===== src/design/bbe_lane.sv =====
// One color lane: masked 3x3 sum, then truncating divide by the cell count.
`default_nettype none
module bbe_lane (
    input  wire logic            i_clk,
    input  wire logic            i_load,
    input  wire logic [8:0][7:0] i_cells,
    input  wire logic [8:0]      i_mask,
    output logic [7:0]           o_mean
);

    logic [11:0] n_sum;
    logic [3:0]  n_cnt;
    logic [11:0] r_sum;
    logic [3:0]  r_cnt;
    logic [23:0] prod3;
    logic [23:0] prod9;
    logic [11:0] q3;
    logic [11:0] q9;
    logic [11:0] quot;

    always_comb begin
        n_sum = '0;
        n_cnt = '0;
        for (int k = 0; k < 9; k++) begin
            n_sum = n_sum + (i_mask[k] ? 12'(i_cells[k]) : 12'd0);
            n_cnt = n_cnt + 4'(i_mask[k]);
        end
    end

    // hold the sum until the next result is formed
    always_ff @(posedge i_clk) begin
        if (i_load) begin
            r_sum <= n_sum;
            r_cnt <= n_cnt;
        end
    end

    // reciprocal multiply, exact for sums up to 9 * 255
    always_comb begin
        prod3 = 24'(r_sum) * 24'd2731;
        prod9 = 24'(r_sum) * 24'd3641;
        q3    = 12'(prod3 >> 13);
        q9    = 12'(prod9 >> 15);
        case (r_cnt)
            4'd2:    quot = r_sum >> 1;
            4'd3:    quot = q3;
            4'd4:    quot = r_sum >> 2;
            4'd6:    quot = q3 >> 1;
            4'd9:    quot = q9;
            default: quot = r_sum;
        endcase
    end

    assign o_mean = quot[7:0];

endmodule
`default_nettype wire


===== config.mk =====
export PLATFORM = sky130hd
export DESIGN_NAME = bbe_lane
export DESIGN_NICKNAME = d
export VERILOG_FILES = /design/src/design/bbe_lane.sv
export SDC_FILE = /design/constraint.sdc
export NUM_CORES = 1
export LEC_CHECK = 0
export BUFFER_PORTS_ARGS = -buffer_cell sky130_fd_sc_hd__clkbuf_2
export CAP_MARGIN = 5
export CORE_AREA = 2 2 124 126
export CTS_BUF_LIST = sky130_fd_sc_hd__clkbuf_8 sky130_fd_sc_hd__clkbuf_16
export DETAILED_ROUTE_END_ITERATION = 7
export DIE_AREA = 0 0 126 128
export HOLD_SLACK_MARGIN = 0.05
export PLACE_DENSITY = 0.7
export REMOVE_ABC_BUFFERS = 1
export SYNTH_ARGS = -nofsm -noshare
export SYNTH_HDL_FRONTEND = slang
export SYNTH_SLANG_ARGS = --single-unit

===== constraint.sdc =====
create_clock -name i_clk -period 11.5 [get_ports i_clk]
set_input_delay 0.575 -clock i_clk [delete_from_list [all_inputs] [get_ports i_clk]]
set_output_delay 0.575 -clock i_clk [all_outputs]
set_load 0.01 [all_outputs]

# After elaboration in Yosys (flattened, before gate mapping)
# Index checks and enable logic that the tools add are counted.
# word_totals
output_inout_bits	8
elab_cells	35
in_bits	83
reg_bits	16
# classes
muxes	10
n_eq_ne	5
n_addsub	16
mul	2
# op_table
op	n
$mux W8	9
$add A12 B8 Y12	4
$pmux W8 S5	1
$mul A12 B12 Y23 const B	1
$mul A12 B12 Y22 const B	1
$add A4 B1 Y4	5
$add A11 B8 Y12	1
$add A10 B8 Y11	1
$add A9 B8 Y10	1
$add A8 B8 Y9	1
$eq A4 B2 Y1 const B	2
$eq A4 B3 Y1 const B	2
$add A3 B1 Y4	1
$eq A4 B4 Y1 const B	1
$add A2 B1 Y3	1
$add A1 B1 Y2	1

# Depth between registers and ports, before layout
# depth
word_depth	9
ltp_mapped	20

# Worst setup path after synthesis
# No wires, ideal clock.
# synth_path
kind	reg-to-output
from	register r_sum[7]
to	output port o_mean[7]
t_arrival_ps	4986
t_required_ps	10925
path_buffers	0
stages_incl_launch_ff	21
setup_slack_ps	5939
path_cell_list	edfxtp_1 inv_1 fa_1 inv_1 ha_1 inv_1 fa_1 inv_1 fa_1 inv_1 fa_1 inv_1 ha_1 nand2_1 a211oi_1 a21oi_1 a31oi_1 a21oi_1 or3_1 a21oi_1 o41a_1
# synth_via
elab_chain_cells	2
# synth_rtl
element	line_no	rtl
start: declaration	13	logic [11:0] r_sum;
start signal: assignment	33	r_sum <= n_sum;
$mul A12 B12 Y23 / $mul A12 B12 Y22 (equally long branches)	41, 40	
$pmux W8 S5 *	44	case (r_cnt)
end: declaration	8	output logic [7:0] o_mean
# Every way passes the cells marked *; elsewhere a longest branch is shown, timed or not.

# Worst setup path after layout
# Same ends and word-level chain as after synthesis.

==> impl_metrics.csv <==
group,metric,value,unit
run_status,outcome,"finished clean",
worst_setup_path,crit_chain,"inv_1 -> fa_1 -> inv_1 -> ha_1 -> inv_1 -> fa_1 -> inv_1 -> fa_1 -> inv_1 -> fa_1 -> inv_1 -> ha_1 -> o21ai_0 -> o21ai_0 -> o211ai_1 -> a31oi_1 -> a21oi_1 -> or3_1 -> a21oi_1 -> o41a_1 -> clkbuf_2",
clocking,htreeDepth,1,
global_route,antenna_found_initial,0,
clocking,clk_pin_slew,50,ps
worst_setup_path,crit_required,10930,ps
sta,rsz0062_at_grt,"no",
die,die_w,126,um
clocking,clk_root_buffer_cell,"clkbuf_16",
logic_synthesis,seq_area_frac_synth,6.59,%
sta,whs,860,ps
detailed_routing,vias_per_cell,5.20,
sta,fin_crit,6490,ps
logic_synthesis,synth_ff_type,"edfxtp_1",
logic_synthesis,synth_area,7300,um2
finish,final_core_util,54.0,%
logic_synthesis,async_flop_share,0,%
detailed_routing,ant_nets,0,
sta,slew_viol_final,0,
worst_setup_path,path_common_cell,"inv_1",
global_route,grt_pass1_vias,5689,
sta,period_share,56.4,%
logic_synthesis,syn_area_per_cell,9.56,um2
finish,syn_to_final_growth,10.0,%
worst_setup_path,critPathLaunchType,"register",
detailed_routing,wl_per_cell,15.1,um
worst_setup_path,endpoint,"o_mean[7]",
finish,num-fill-cells,1412,
clocking,cts_hold_buf,0,
clocking,cts.sinks,16,
worst_setup_path,cpMaxStageDelayCell,"edfxtp_1",
worst_setup_path,cp_max_fo,10,
sta,finalSetupViolations,0,
detailed_routing,drt_wl_total,15700,um
global_route,grt_pass1_wl,26800,um
sta,setup_tns,0,ps
die,initial_core_util,49.1,%
die,rows,45,
die,floorplan.core_area,14900,um2
die,io_pins,91,
finish,antenna_cells,0,
clocking,postCtsSetupBuffers,0,
place,post-place-ws,5320,ps
detailed_routing,initialDrtViolationCount,194,
clocking,cts_made_buffers,3,
sta,tightest_slew,616,ps
clocking,cts_buffer_depth,2,
hold_path,hold_depth,1,
worst_setup_path,worstSetupStartpoint,"r_sum[7]$_DFFE_PP_",
logic_synthesis,synth_warnings,0,
die,die-area,16100,um2
detailed_routing,drt_drc_violations_left,0,
clocking,cts_tree,"yes",
finish,multi_input_area,6090,um2
global_route,overflow,0,
worst_setup_path,worst-setup-path-type,"register to output pin",
run,cap_violations,0,
detailed_routing,first_pass_iters,4,
finish,fin_nets,1215,
detailed_routing,route.vias.total,5396,
logic_synthesis,synthCells,763,
logic_synthesis,synth_cell_types,48,
sta,slew_headroom,58.4,%
logic_synthesis,synth_edf_count,16,
sta,setup_slack,5010,ps
finish,area.sequential,480,um2
worst_setup_path,arrival,5910,ps
worst_setup_path,end_kind,"output pin",
worst_setup_path,max_stage_delay,660,ps
global_route,track_usage,20.5,%
logic_synthesis,synth_seq_cells,16,
clocking,cts_resized,0,
hold_path,min_path_type,"primary input to register",
die,chipHeight,128,um
place,place_congestion,0.925,
sta,hold_viol_final,0,
place,portBuffers,90,
finish,drive_gt1_share,11.9,%
global_route,grt_start_max_net_pins,17,
sta,fmax,0.154,GHz
place,hpwlAfterDp,14500,um
worst max-delay path, delay by kind of cell (launching register included):
| family | cells | cell delay, ps |
|---|---|---|
| fa+ha+maj | 6 | 2690 |
| compound gates | 7 | 1320 |
| flops | 1 | 660 |
| buf+inv | 7 | 580 |
| simple gates | 1 | 390 |
final cells by class:
cell class | count | area share [%]
flip-flops and latches | 16 | 5.99
clock buffers | 3 | 0.935
multi-input cells | 556 | 75.9
clock inverters | 1 | 0.0468
repair buffers | 90 | 5.61
inverters | 183 | 8.56
well taps | 188 | 2.93
routing by layer:
metal  global-route usage, %  vias up  routed length (um)  share of wire, %
met2                    37.4      137                7920                51
li1                        -     2624                   -                 -
met1                    26.9     2603                6850                44
met5                       0        -                   0                 0
met3                    1.21       32                 518               3.3
met4                    4.91        0                 385               2.5
per-stage QoR:
stage / cell area (um2) / instances
final: 8030 / 1037
after global routing: 8030 / 1037
after CTS: 8030 / 1037
after detailed placement: 7950 / 1033
after global placement: 7950 / 1033
after floorplan: 7260 / 755
Yosys cell counts, types with 3 or more instances:
master / count / area share [%]
o221ai_1: 4 / 0.48
nand2b_1: 5 / 0.43
o21ai_0: 29 / 2.0
nand3_1: 6 / 0.41
a21o_1: 11 / 1.1
xnor2_1: 19 / 2.3
xor2_1: 11 / 1.3
nor2b_1: 7 / 0.60
fa_1: 127 / 35
a211oi_1: 6 / 0.62
o21bai_1: 3 / 0.31
nor2_1: 18 / 0.93
ha_1: 155 / 27
nand4_1: 3 / 0.26
o21a_1: 3 / 0.31
and2_1: 25 / 2.1
o22ai_1: 4 / 0.34
clkbuf_1: 6 / 0.31
a21oi_1: 25 / 1.7
nand2_1: 62 / 3.2
edfxtp_1: 16 / 6.6
inv_1: 183 / 9.4
nor3_1: 5 / 0.34
flip-flops by register name (all words and copies together), names as in the netlist:
name / cells
r_sum: 12
r_cnt: 4
cells by family (layout without fill, tap and decap cells):
kind of cell             count (synthesis)  count (layout)  synth area share (%)
AO/OA/AOI/OAI                          102             102                  9.11
XOR/XNOR                                30              30                  3.60
adder cells (fa/ha/maj)                282             282                  61.4
buffers and inverters                  191             277                  9.90
flip-flops                              16              16                  6.59
multiplexers                             1               1                 0.137
AND/OR/NAND/NOR                        141             141                  9.24
worst min-delay path by stage:
stage                          from                  to  slack (ps)
after floorplan              i_load  r_cnt[0]$_DFFE_PP_         690
after global placement    i_mask[4]  r_cnt[0]$_DFFE_PP_        1120
after detailed placement  i_mask[4]  r_cnt[0]$_DFFE_PP_        1120
after CTS                 i_mask[4]  r_cnt[0]$_DFFE_PP_         860
after global routing      i_mask[4]  r_cnt[0]$_DFFE_PP_         880
final                        i_load  r_cnt[2]$_DFFE_PP_         860
cell usage in the layout (no fill, tap or decap), types with 2 or more instances in the layout:
master	n
clkbuf_16	3
ha_1	155
o21a_1	3
o221ai_1	4
clkbuf_2	90
o21bai_1	3
and2_1	25
nor3_1	5
xnor2_1	19
a21oi_1	25
edfxtp_1	16
or3_1	2
fa_1	127
nor2_1	18
nand2_1	62
nand2b_1	5
o211ai_1	2
o22ai_1	4
a31oi_1	2
o21ai_0	29
nand3_1	6
o22a_1	2
inv_1	183
nand4_1	3
a21o_1	11
xor2_1	11
nor2b_1	7
and3_1	2
a211oi_1	6
Power is not shown: default switching activity piles up to over one toggle a cycle in this logic, so the estimate is an artifact.
