File: config.mk
export PLATFORM = sky130hd
export DESIGN_NAME = bbe_merge
export DESIGN_NICKNAME = d
export VERILOG_FILES = /design/src/design/bbe_pkg.sv /design/src/design/bbe_merge.sv
export SDC_FILE = /design/constraint.sdc
export NUM_CORES = 1
export LEC_CHECK = 0
export BUFFER_PORTS_ARGS = -buffer_cell sky130_fd_sc_hd__buf_4
export CORE_MARGIN = 4
export CORE_UTILIZATION = 35
export DETAILED_ROUTE_END_ITERATION = 8
export HOLD_SLACK_MARGIN = 0.05
export MAX_ROUTING_LAYER = met4
export PLACE_DENSITY = 0.73
export SYNTH_ARGS = -nofsm -noshare
export SYNTH_HDL_FRONTEND = slang
export SYNTH_SLANG_ARGS = --single-unit
File: constraint.sdc
create_clock -name i_clk -period 0.8 [get_ports i_clk]
set_input_delay 0.04 -clock i_clk [delete_from_list [all_inputs] [get_ports i_clk]]
set_output_delay 0.04 -clock i_clk [all_outputs]
set_load 0.03 [all_outputs]
File: src/design/bbe_pkg.sv
// Shared types and constants of the 3x3 edge-average blur block.
`default_nettype none
package bbe_pkg;

    typedef struct packed {
        logic       mode;
        logic [7:0] pix_red;
        logic [7:0] pix_green;
        logic [7:0] pix_blue;
    } t_in_word;

    typedef struct packed {
        logic [7:0] out_red;
        logic [7:0] out_green;
        logic [7:0] out_blue;
        logic       end_of_row;
        logic       end_of_frame;
    } t_out_word;

    typedef struct packed {
        logic [7:0] red;
        logic [7:0] green;
        logic [7:0] blue;
    } t_rgb;

    typedef struct packed {
        logic end_of_row;
        logic end_of_frame;
    } t_res_flags;

    typedef enum logic [2:0] {
        ST_IDLE,
        ST_PIX,
        ST_DRD,
        ST_DSH,
        ST_SUM,
        ST_OUT
    } t_state;

    localparam logic MODE_PIXEL = 1'b0;
    localparam logic MODE_DRAIN = 1'b1;

    localparam int CFG_IDX_W    = 1;
    localparam int CFG_DATA_W   = 13;
    localparam int FRAME_W_BITS = 11;
    localparam int FRAME_H_BITS = 13;

    localparam logic [CFG_IDX_W-1:0] CFG_FRAME_WIDTH  = 1'b0;
    localparam logic [CFG_IDX_W-1:0] CFG_FRAME_HEIGHT = 1'b1;

    localparam logic [FRAME_W_BITS-1:0] FRAME_W_RESET = 11'd1024;
    localparam logic [FRAME_H_BITS-1:0] FRAME_H_RESET = 13'd1024;

endpackage
`default_nettype wire

File: src/design/bbe_merge.sv
// Merge stage: packs the three lane means and flags into the output register.
`default_nettype none
module bbe_merge
    import bbe_pkg::*;
(
    input  wire logic       i_clk,
    input  wire logic       i_rst_n,
    input  wire logic       i_load,
    input  wire logic [7:0] i_red,
    input  wire logic [7:0] i_green,
    input  wire logic [7:0] i_blue,
    input  wire t_res_flags i_flags,
    output logic            o_free,
    output logic            o_valid,
    input  wire logic       i_ready,
    output t_out_word       o_data
);

    logic      r_valid;
    logic      n_valid;
    t_out_word r_data;

    assign o_free = !r_valid || i_ready;

    always_comb begin
        n_valid = r_valid;
        if (i_load) begin
            n_valid = 1'b1;
        end else if (i_ready) begin
            n_valid = 1'b0;
        end
    end

    always_ff @(posedge i_clk) begin
        if (!i_rst_n) begin
            r_valid <= 1'b0;
        end else begin
            r_valid <= n_valid;
        end
    end

    always_ff @(posedge i_clk) begin
        if (i_load) begin
            r_data <= '{out_red:      i_red,
                        out_green:    i_green,
                        out_blue:     i_blue,
                        end_of_row:   i_flags.end_of_row,
                        end_of_frame: i_flags.end_of_frame};
        end
    end

    assign o_valid = r_valid;
    assign o_data  = r_data;

endmodule
`default_nettype wire

== Yosys cells after proc, flatten, opt, wreduce, memory -nomap -nowiden ==
Cells that the tools add are included.

* Reduce and logical (&&, ||, !) cells: 3
* Muxes and demuxes: 2

{| class="wikitable"
|+ Operators by type and width
! operator !! count
|-
| $mux W1 || 2
|-
| $reduce_bool A2 Y1 || 1
|-
| $logic_not A1 Y1 || 1
|-
| $logic_or A1 B1 Y1 || 1
|}

* Logic and storage cells: 11
* Register bits: 27
* Output and inout bits: 28
* Input bits: 30

== Logic depth before layout (Yosys ltp) ==
Gate-level depths: netlist of run 1.

* Depth after elaboration: 2
* Gate-level depth with buffers: 2
* Mapped depth without buffers: 2

== Least setup slack after synthesis of run 1 ==
No wires, ideal clock.

* Kind: reg2reg
* Start point: register o_valid (netlist name)
* End point: register r_valid (netlist: o_valid)
* Clock period less this slack: 0.881 ns
* Buffers on the path: 0
* Library setup time: 0.066 ns
* Arrival time: 0.815 ns
* Stages on the path, launching flop included: 3
* Path slack: -0.081 ns
* Required time: 0.734 ns
* Cell sequence: dfxtp_1 > nand2b_4 > a21boi_2

{| class="wikitable"
|+ RTL lines
! item !! RTL line !! RTL
|-
| to (signal assigned) || bbe_merge.sv:38 || <nowiki>r_valid <= n_valid;</nowiki>
|-
| to (decl) || bbe_merge.sv:19 || <nowiki>logic r_valid;</nowiki>
|}

== Final worst setup path of run 1 ==
* Start point: register r_valid (netlist: o_valid)
* End point: output o_free

* Cells in the longest elaborated chain, start to end: 2

{| class="wikitable"
|+ Ends and longest elaborated chain
! item !! RTL line !! RTL
|-
| $logic_not A1 Y1 || bbe_merge.sv:23 || <nowiki>assign o_free = !r_valid || i_ready;</nowiki>
|-
| $logic_or A1 B1 Y1 || bbe_merge.sv:23 ||
|-
| to (decl) || bbe_merge.sv:13 || <nowiki>output logic o_free,</nowiki>
|}

No other way between the ends.

==> impl_results.md, run 1 <==
- Status: finished, violations left
- Failing checks: negative setup slack
- Period utilization: 116%
- # rows: 17
- Post-synth top area share: 94.1%
- Hold endpoint: o_valid$_SDFFE_PN0P_
- Worst-path clk slew: 0.13 ns
- Htree depth: 1
- Setup crit start kind: register
- Commonest non-fill, non-tap cell in the layout: buf_6
- Maximum clock path buffer count: 2
- Clock root buffer: clkbuf_4
- Synth Register Bits: 27
- Slew Viols, Final: 0
- Crit path time final: 0.928 ns
- Syn nets: 60
- Hold Fails Final Rpt: 0
- Met3 usage: 3.68%
- XOR/XNOR Fraction of Synth Area: 0%
- Worst Hold Class: in2reg
- Max Cap Viol: 0
- Fill count: 136
- GR Overflow Total: 0
- Final setup margin: -0.128 ns
- Hold path depth: 3
- Max FO, Critical Path: 2
- Met2 GRT Util: 27.1%
- Tot GR Track Use: 14.4%
- Final nets: 151
- Dpl cells: 115
- HP Start: i_load
- WP buf/inv: 1
- Worst slew pin tran: 0.327 ns
- R2r startpoint: o_valid$_SDFFE_PN0P_
- Clk sinks: 27
- Most frequent cells in the layout: 30 x buf_6, 29 x buf_4, 27 x dlygate4sd3_1
- TritonCTS Buffers: 3
- Yosys warning count: 0
- First-pass GRT wire length: 3300 µm
- Area delta synth->final: 108%
- Sequential area share after synthesis: 96.5%
- Final RePlAce weighted congestion: 0.665
- Clock Skew: 0 ns
- Share of layout cells above drive strength 1: 55.0%
- Static leakage power: 0.727 nW
- Synth cell types: 5
- Achievable Freq: 1080 MHz
- Yosys top cell by area: edfxtp_1
- Post-Syn Instances: 30
- DR pass1 iterations: 2
- Peak VDD IR: 1.36 mV
- Final wirelength: 2040 µm
- PwrDens: 1740 nW/µm²
- Multi-input logic area: 25.0 µm²
- Die Span X: 56.7 µm
- Core Util, Final: 77.2%
- Layout Cells excl Fill: 148
- CP Cell Sequence: nand2b_4 > buf_6
- Global routing met1 resource utilization: 13.9%
- # DRC: 0
- # IOs: 58
- Initial antenna violation count: 0
- Vias in the first global route: 720
- Slew HR: 78.2%
- Via count: 602
- Pin count of the biggest net entering global routing: 28
- CP Capture Type: primary output
- Delay-heaviest family, CP: flip-flops
- Post-synthesis mux area share: 0%
- Initial Utilization: 37.1%
- Sequential Area: 805 µm²
- Die Area: 3210 µm²
- Worst EP arrival: 0.89 ns
- Slowest stage delay, CP: 0.39 ns
- Antenna Violating Nets Remaining: 0
- I/O Buffers: 57
- Iter 0 DRT Violations: 7
- Diode count: 0
- R2r endpoint: o_valid$_SDFFE_PN0P_
- Synthesized area: 830 µm²
- Clock Latency Late Sink: 0.30 ns
- R2R setup slack: -0.01 ns
- Worst r2r path cells: 4
- Ranking of synthesized cells by area: edfxtp_1 94%, dfxtp_1 2.4%, nand2b_4 1.7%, a21boi_2 1.4%, inv_1 0.45%
- RSZ-0062 raised after global routing: yes
- Post-synthesis simple-gate area fraction: 1.66%
- Synth Area in Compound Gates: 1.36%
- TritonCTS clock tree: built
- Crit Path Category: reg2out
- Slowest CP cell: dfxtp_4
- Die extent in y: 56.7 µm
- Adder-Cell Fraction of Synth Area: 0%
- CP required: 0.76 ns
- Core box area: 2230 µm²
- Main combinational cell family by area after synthesis: simple AND/OR/NAND/NOR gates
- Vias/cell: 4.07
- Most used routing layer: met2
- Final setup violation count: 29
- Final setup TNS: -3.00 ns
- Synth Area per Inst: 27.7 µm²
- Area after DPL: 1290 µm²
- Fin area: 1720 µm²
- Routed len/inst: 13.8 µm
## worst reg2reg max path: cells and delay by family, from the launching register on
| kind | cells | cell delay [ns] |
|---|---|---|
| flip-flops | 1 | 0.39 |
| buffers and inverters | 2 | 0.21 |
| AO/OA/AOI/OAI | 1 | 0.09 |
| AND/OR/NAND/NOR | 1 | 0.06 |
## state kept, by name, indices dropped and copies added, names as in the netlist
name,cells
o_data,26
o_valid,1
## cell usage after synthesis
cell type,instances
edfxtp_1,26
a21boi_2,1
dfxtp_1,1
inv_1,1
nand2b_4,1
## metal layers
layer  vias up  routed length (µm)
met5         -                   0
met4         0                  10
met3         2                 174
met2        36                1180
met1       266                 675
li1        298                   -
## report_power, final
part	internal, W	leakage, nW	switching [W]
sequential	0.00167	0.263	0.0000525
combinational	0.000386	0.449	0.000336
clock	0.000190	0.0139	0.000363
total	0.00225	0.727	0.000751
## cell families (layout without fill, tap and decap cells)
group                  after synthesis  after routing
AOI/OAI and AO/OA                    1              1
DFF                                 27             27
and+or+nand+nor                      1              1
buffers and inverters                1             91
## metrics by stage
stage                     setup slack, ns  total power, W  hold WS, ns
after floorplan                    0.0482         0.00198        0.139
after global placement              0.122         0.00227        0.218
after detailed placement            0.111         0.00228        0.220
after CTS                          -0.155         0.00303       0.0691
after global routing               -0.200         0.00317        0.112
final                              -0.128         0.00300        0.137
## layout make-up
class                      instances  area share, %
clock inverter                     1          0.435
multi-input combinational          2           1.45
tap                               28           2.03
clock buffer                       3           1.31
inverter                           1          0.218
sequential                        27           46.7
timing repair buffer              86           47.9
## worst max path at each step
stage | start | end | slack [ns] | depth (start not counted)
CTS | o_data[7]$_DFFE_PP_ | o_data[7] | -0.16 | 1
global placement | i_load | o_data[24]$_DFFE_PP_ | 0.12 | 1
detailed placement | i_load | o_data[16]$_DFFE_PP_ | 0.11 | 1
floorplan | o_valid$_SDFFE_PN0P_ | o_valid$_SDFFE_PN0P_ | 0.05 | 2
finish | o_valid$_SDFFE_PN0P_ | o_free | -0.13 | 2
global route | o_data[17]$_DFFE_PP_ | o_data[17] | -0.20 | 1
## what timing repair did
item,4_1_cts,5_1_grt
endpoints found under the setup margin,28,28
pin swaps,0,1
buffers inserted,1,1
hold buffers,27,0
hold endpoints to repair,27,0
resized for setup,28,3
(Power assumes the default switching activity.)
==> run 2, diff against run 1 <==
--- a/config.mk
+++ b/config.mk
@@ -8,9 +8,10 @@
 export BUFFER_PORTS_ARGS = -buffer_cell sky130_fd_sc_hd__buf_4
 export CORE_MARGIN = 4
-export CORE_UTILIZATION = 35
+export CORE_UTILIZATION = 37
+export CTS_BUF_LIST = sky130_fd_sc_hd__clkbuf_4
 export DETAILED_ROUTE_END_ITERATION = 8
 export HOLD_SLACK_MARGIN = 0.05
 export MAX_ROUTING_LAYER = met4
-export PLACE_DENSITY = 0.73
+export PLACE_DENSITY = 0.76
 export SYNTH_ARGS = -nofsm -noshare
 export SYNTH_HDL_FRONTEND = slang
==> constraint.sdc (replaced) <==
create_clock -name i_clk -period 0.8 [get_ports i_clk]
set_input_delay 0.04 -clock i_clk [delete_from_list [all_inputs] [get_ports i_clk]]
set_output_delay 0.04 -clock i_clk [all_outputs]
set_load 0.1 [all_outputs]
==> run 2 against run 1 <==
Compared with the run above: the run still ends with negative setup slack left; total power grew 21%; global-route usage shrank 0.53 points; critical path depth is the same; non-clock buffer count is the same; via count shrank 1.2%; die area shrank 4.7%; flip-flop and latch count is the same.
==> impl_results.md, run 2 (same netlist as run 1, synthesis figures left out) <==
- First-pass GRT wire length: 3190 µm (-3.4%)
- Initial Utilization: 40.6% (+3.5 points)
- Die Span X: 55.4 µm (-2.4%)
- Status: finished, violations left
- Iter 0 DRT Violations: 6 (-1)
- Flip-flop count of the largest register after layout: 26 (unchanged)
- Clock power share: 16.0% (-2.4 points)
- Crit Path Category: reg2out
- CP required: 0.76 ns (about the same)
- Vias/cell: 4.05 (-0.49%)
- Die extent in y: 55.4 µm (-2.4%)
- Final setup violation count: 29 (unchanged)
- Internal power: 0.00230 W (+2.3%)
- Share of layout cells above drive strength 1: 55.0% (unchanged)
- Routed len/inst: 13.4 µm (-2.4%)
- Sw Pwr: 0.00132 W (+76%)
- Die Area: 3060 µm² (-4.7%)
- Clock root buffer: clkbuf_4
- CP Cell Sequence: nand2b_4 > buf_12
- Antenna Violating Nets Remaining: 0 (unchanged)
- Worst Hold Class: in2reg
- Core Util, Final: 84.9% (+7.7 points)
- RSZ-0062 raised after global routing: yes
- Hold Fails Final Rpt: 0 (unchanged)
- Final nets: 151 (unchanged)
- Area after DPL: 1290 µm² (about the same)
- Slew Viols, Final: 0 (unchanged)
- Pin count of the biggest net entering global routing: 28 (unchanged)
- Crit path time final: 0.989 ns (+0.0609 ns)
- Clock Latency Late Sink: 0.31 ns (about the same)
- Maximum clock path buffer count: 2 (unchanged)
- Fin area: 1730 µm² (+0.51%)
- Via count: 595 (-1.2%)
- Clk sinks: 27 (unchanged)
- # IOs: 58 (unchanged)
- Max FO, Critical Path: 2 (unchanged)
- Slew HR: 79.0% (+0.76 points)
- CP Capture Type: primary output
- PwrDens: 2090 nW/µm² (+20%)
- Period utilization: 124% (+7.6 points)
- Dpl cells: 114 (-0.87%)
- Peak VDD IR: 1.73 mV (+27%)
- Initial antenna violation count: 0 (unchanged)
- Slowest stage delay, CP: 0.39 ns (about the same)
- TritonCTS clock tree: built
- Worst EP arrival: 0.95 ns (+0.06 ns)
- Htree depth: 1 (unchanged)
- Sw Ratio: 36.5% (+11 points)
- Final wirelength: 1980 µm (-3.1%)
- Reg power frac: 47.6% (-9.9 points)
- Combinational cell fraction of total power: 36.4% (+12 points)
- Achievable Freq: 1010 MHz (-6.2%)
- I/O Buffers: 57 (unchanged)
- DR pass1 iterations: 2 (unchanged)
- # DRC: 0 (unchanged)
- R2R setup slack: -0.11 ns (-0.10 ns)
- Static leakage power: 0.735 nW (+1.1%)
- Core box area: 2040 µm² (-8.6%)
- Layout Cells excl Fill: 147 (-0.68%)
- Area delta synth->final: 109%
- Worst slew pin tran: 0.316 ns (-0.0114 ns)
- Final setup margin: -0.189 ns (-0.0609 ns)
- Tot GR Track Use: 13.8% (-0.53 points)
- Clock Skew: 0 ns (unchanged)
- TritonCTS Buffers: 3 (unchanged)
- Commonest non-fill, non-tap cell in the layout: buf_4
- Diode count: 0 (unchanged)
- Setup crit start kind: register
- Max Cap Viol: 0 (unchanged)
- GR Overflow Total: 0 (unchanged)
- Worst-path clk slew: 0.13 ns (about the same)
- Fill count: 98 (-28%)
- Most frequent cells in the layout: 31 x buf_4, 27 x dlygate4sd3_1, 26 x edfxtp_1, 26 x buf_6, 4 x clkbuf_4
- # rows: 16 (-1)
- Failing checks: negative setup slack
- Final RePlAce weighted congestion: 0.697 (+4.8%)
- Slowest CP cell: dfxtp_4
- Vias in the first global route: 678 (-5.8%)
## run 2: cell count changes in the layout (fill, tap and decap cells not counted)
cell | previous run | this run
buf_4 | 29 | 31
buf_6 | 30 | 26
clkbuf_4 | 3 | 4
buf_12 | 0 | 2
clkinvlp_4 | 1 | 0
## run 2: power by group through the flow
stage | clock (W) | sequential (W) | combinational (W)
floorplan | 0 | 0.00253 | 0.0000276
global placement | 0 | 0.00173 | 0.00112
detailed placement | 0 | 0.00173 | 0.00113
CTS | 0.000581 | 0.00172 | 0.00131
global route | 0.000689 | 0.00173 | 0.00135
finish | 0.000578 | 0.00172 | 0.00132
## run 2: timing repair
action / CTS / global route
hold endpoints to repair: 27 / 0
setup endpoints to repair: 28 / 28
hold buffers: 27 / 0
resized for setup: 30 / 2
setup buffers: 1 / 1
## run 2: cell type report
type	count	area (µm²)	area share (%)
well taps	27	33.8	1.95
repair buffers	86	836	48.2
clock buffers	4	30.0	1.73
flip-flops and latches	27	805	46.4
inverters	1	3.75	0.217
multi-input cells	2	25.0	1.44
## run 2: stage by stage
| step | power (W) | hold slack, ns | setup slack (ns) | setup TNS, ns |
|---|---|---|---|---|
| 2_1_floorplan | 0.00256 | 0.139 | -0.223 | -3.99 |
| 3_3_place_gp | 0.00285 | 0.218 | 0.0855 | 0 |
| 3_5_place_dp | 0.00286 | 0.219 | 0.0798 | 0 |
| 4_1_cts | 0.00361 | 0.0947 | -0.177 | -4.27 |
| 5_1_grt | 0.00377 | 0.119 | -0.244 | -5.93 |
| 6_report | 0.00362 | 0.141 | -0.189 | -4.28 |
## run 2: worst paths after layout
check,startpoint,to,cells past startpoint
setup / recovery,o_valid$_SDFFE_PN0P_,o_free,2
hold / removal,i_load,o_data[1]$_DFFE_PP_,1
setup reg to reg,o_valid$_SDFFE_PN0P_,o_valid$_SDFFE_PN0P_,4
hold reg to reg,o_valid$_SDFFE_PN0P_,o_valid$_SDFFE_PN0P_,4
## run 2: routing by layer
layer  wire length [µm]  global-route usage, %  up-vias
met5                  0                      -        -
met4                  6                   3.13        0
met3                113                   2.33        2
met2               1210                   28.0       32
met1                649                   13.3      265
li1                   -                      -      296
## run 2: worst max-delay path, delay by kind of cell (launching register included)
family	cells	cell delay (ns)
flops	1	0.39
buf+inv	1	0.17
simple gates	1	0.08
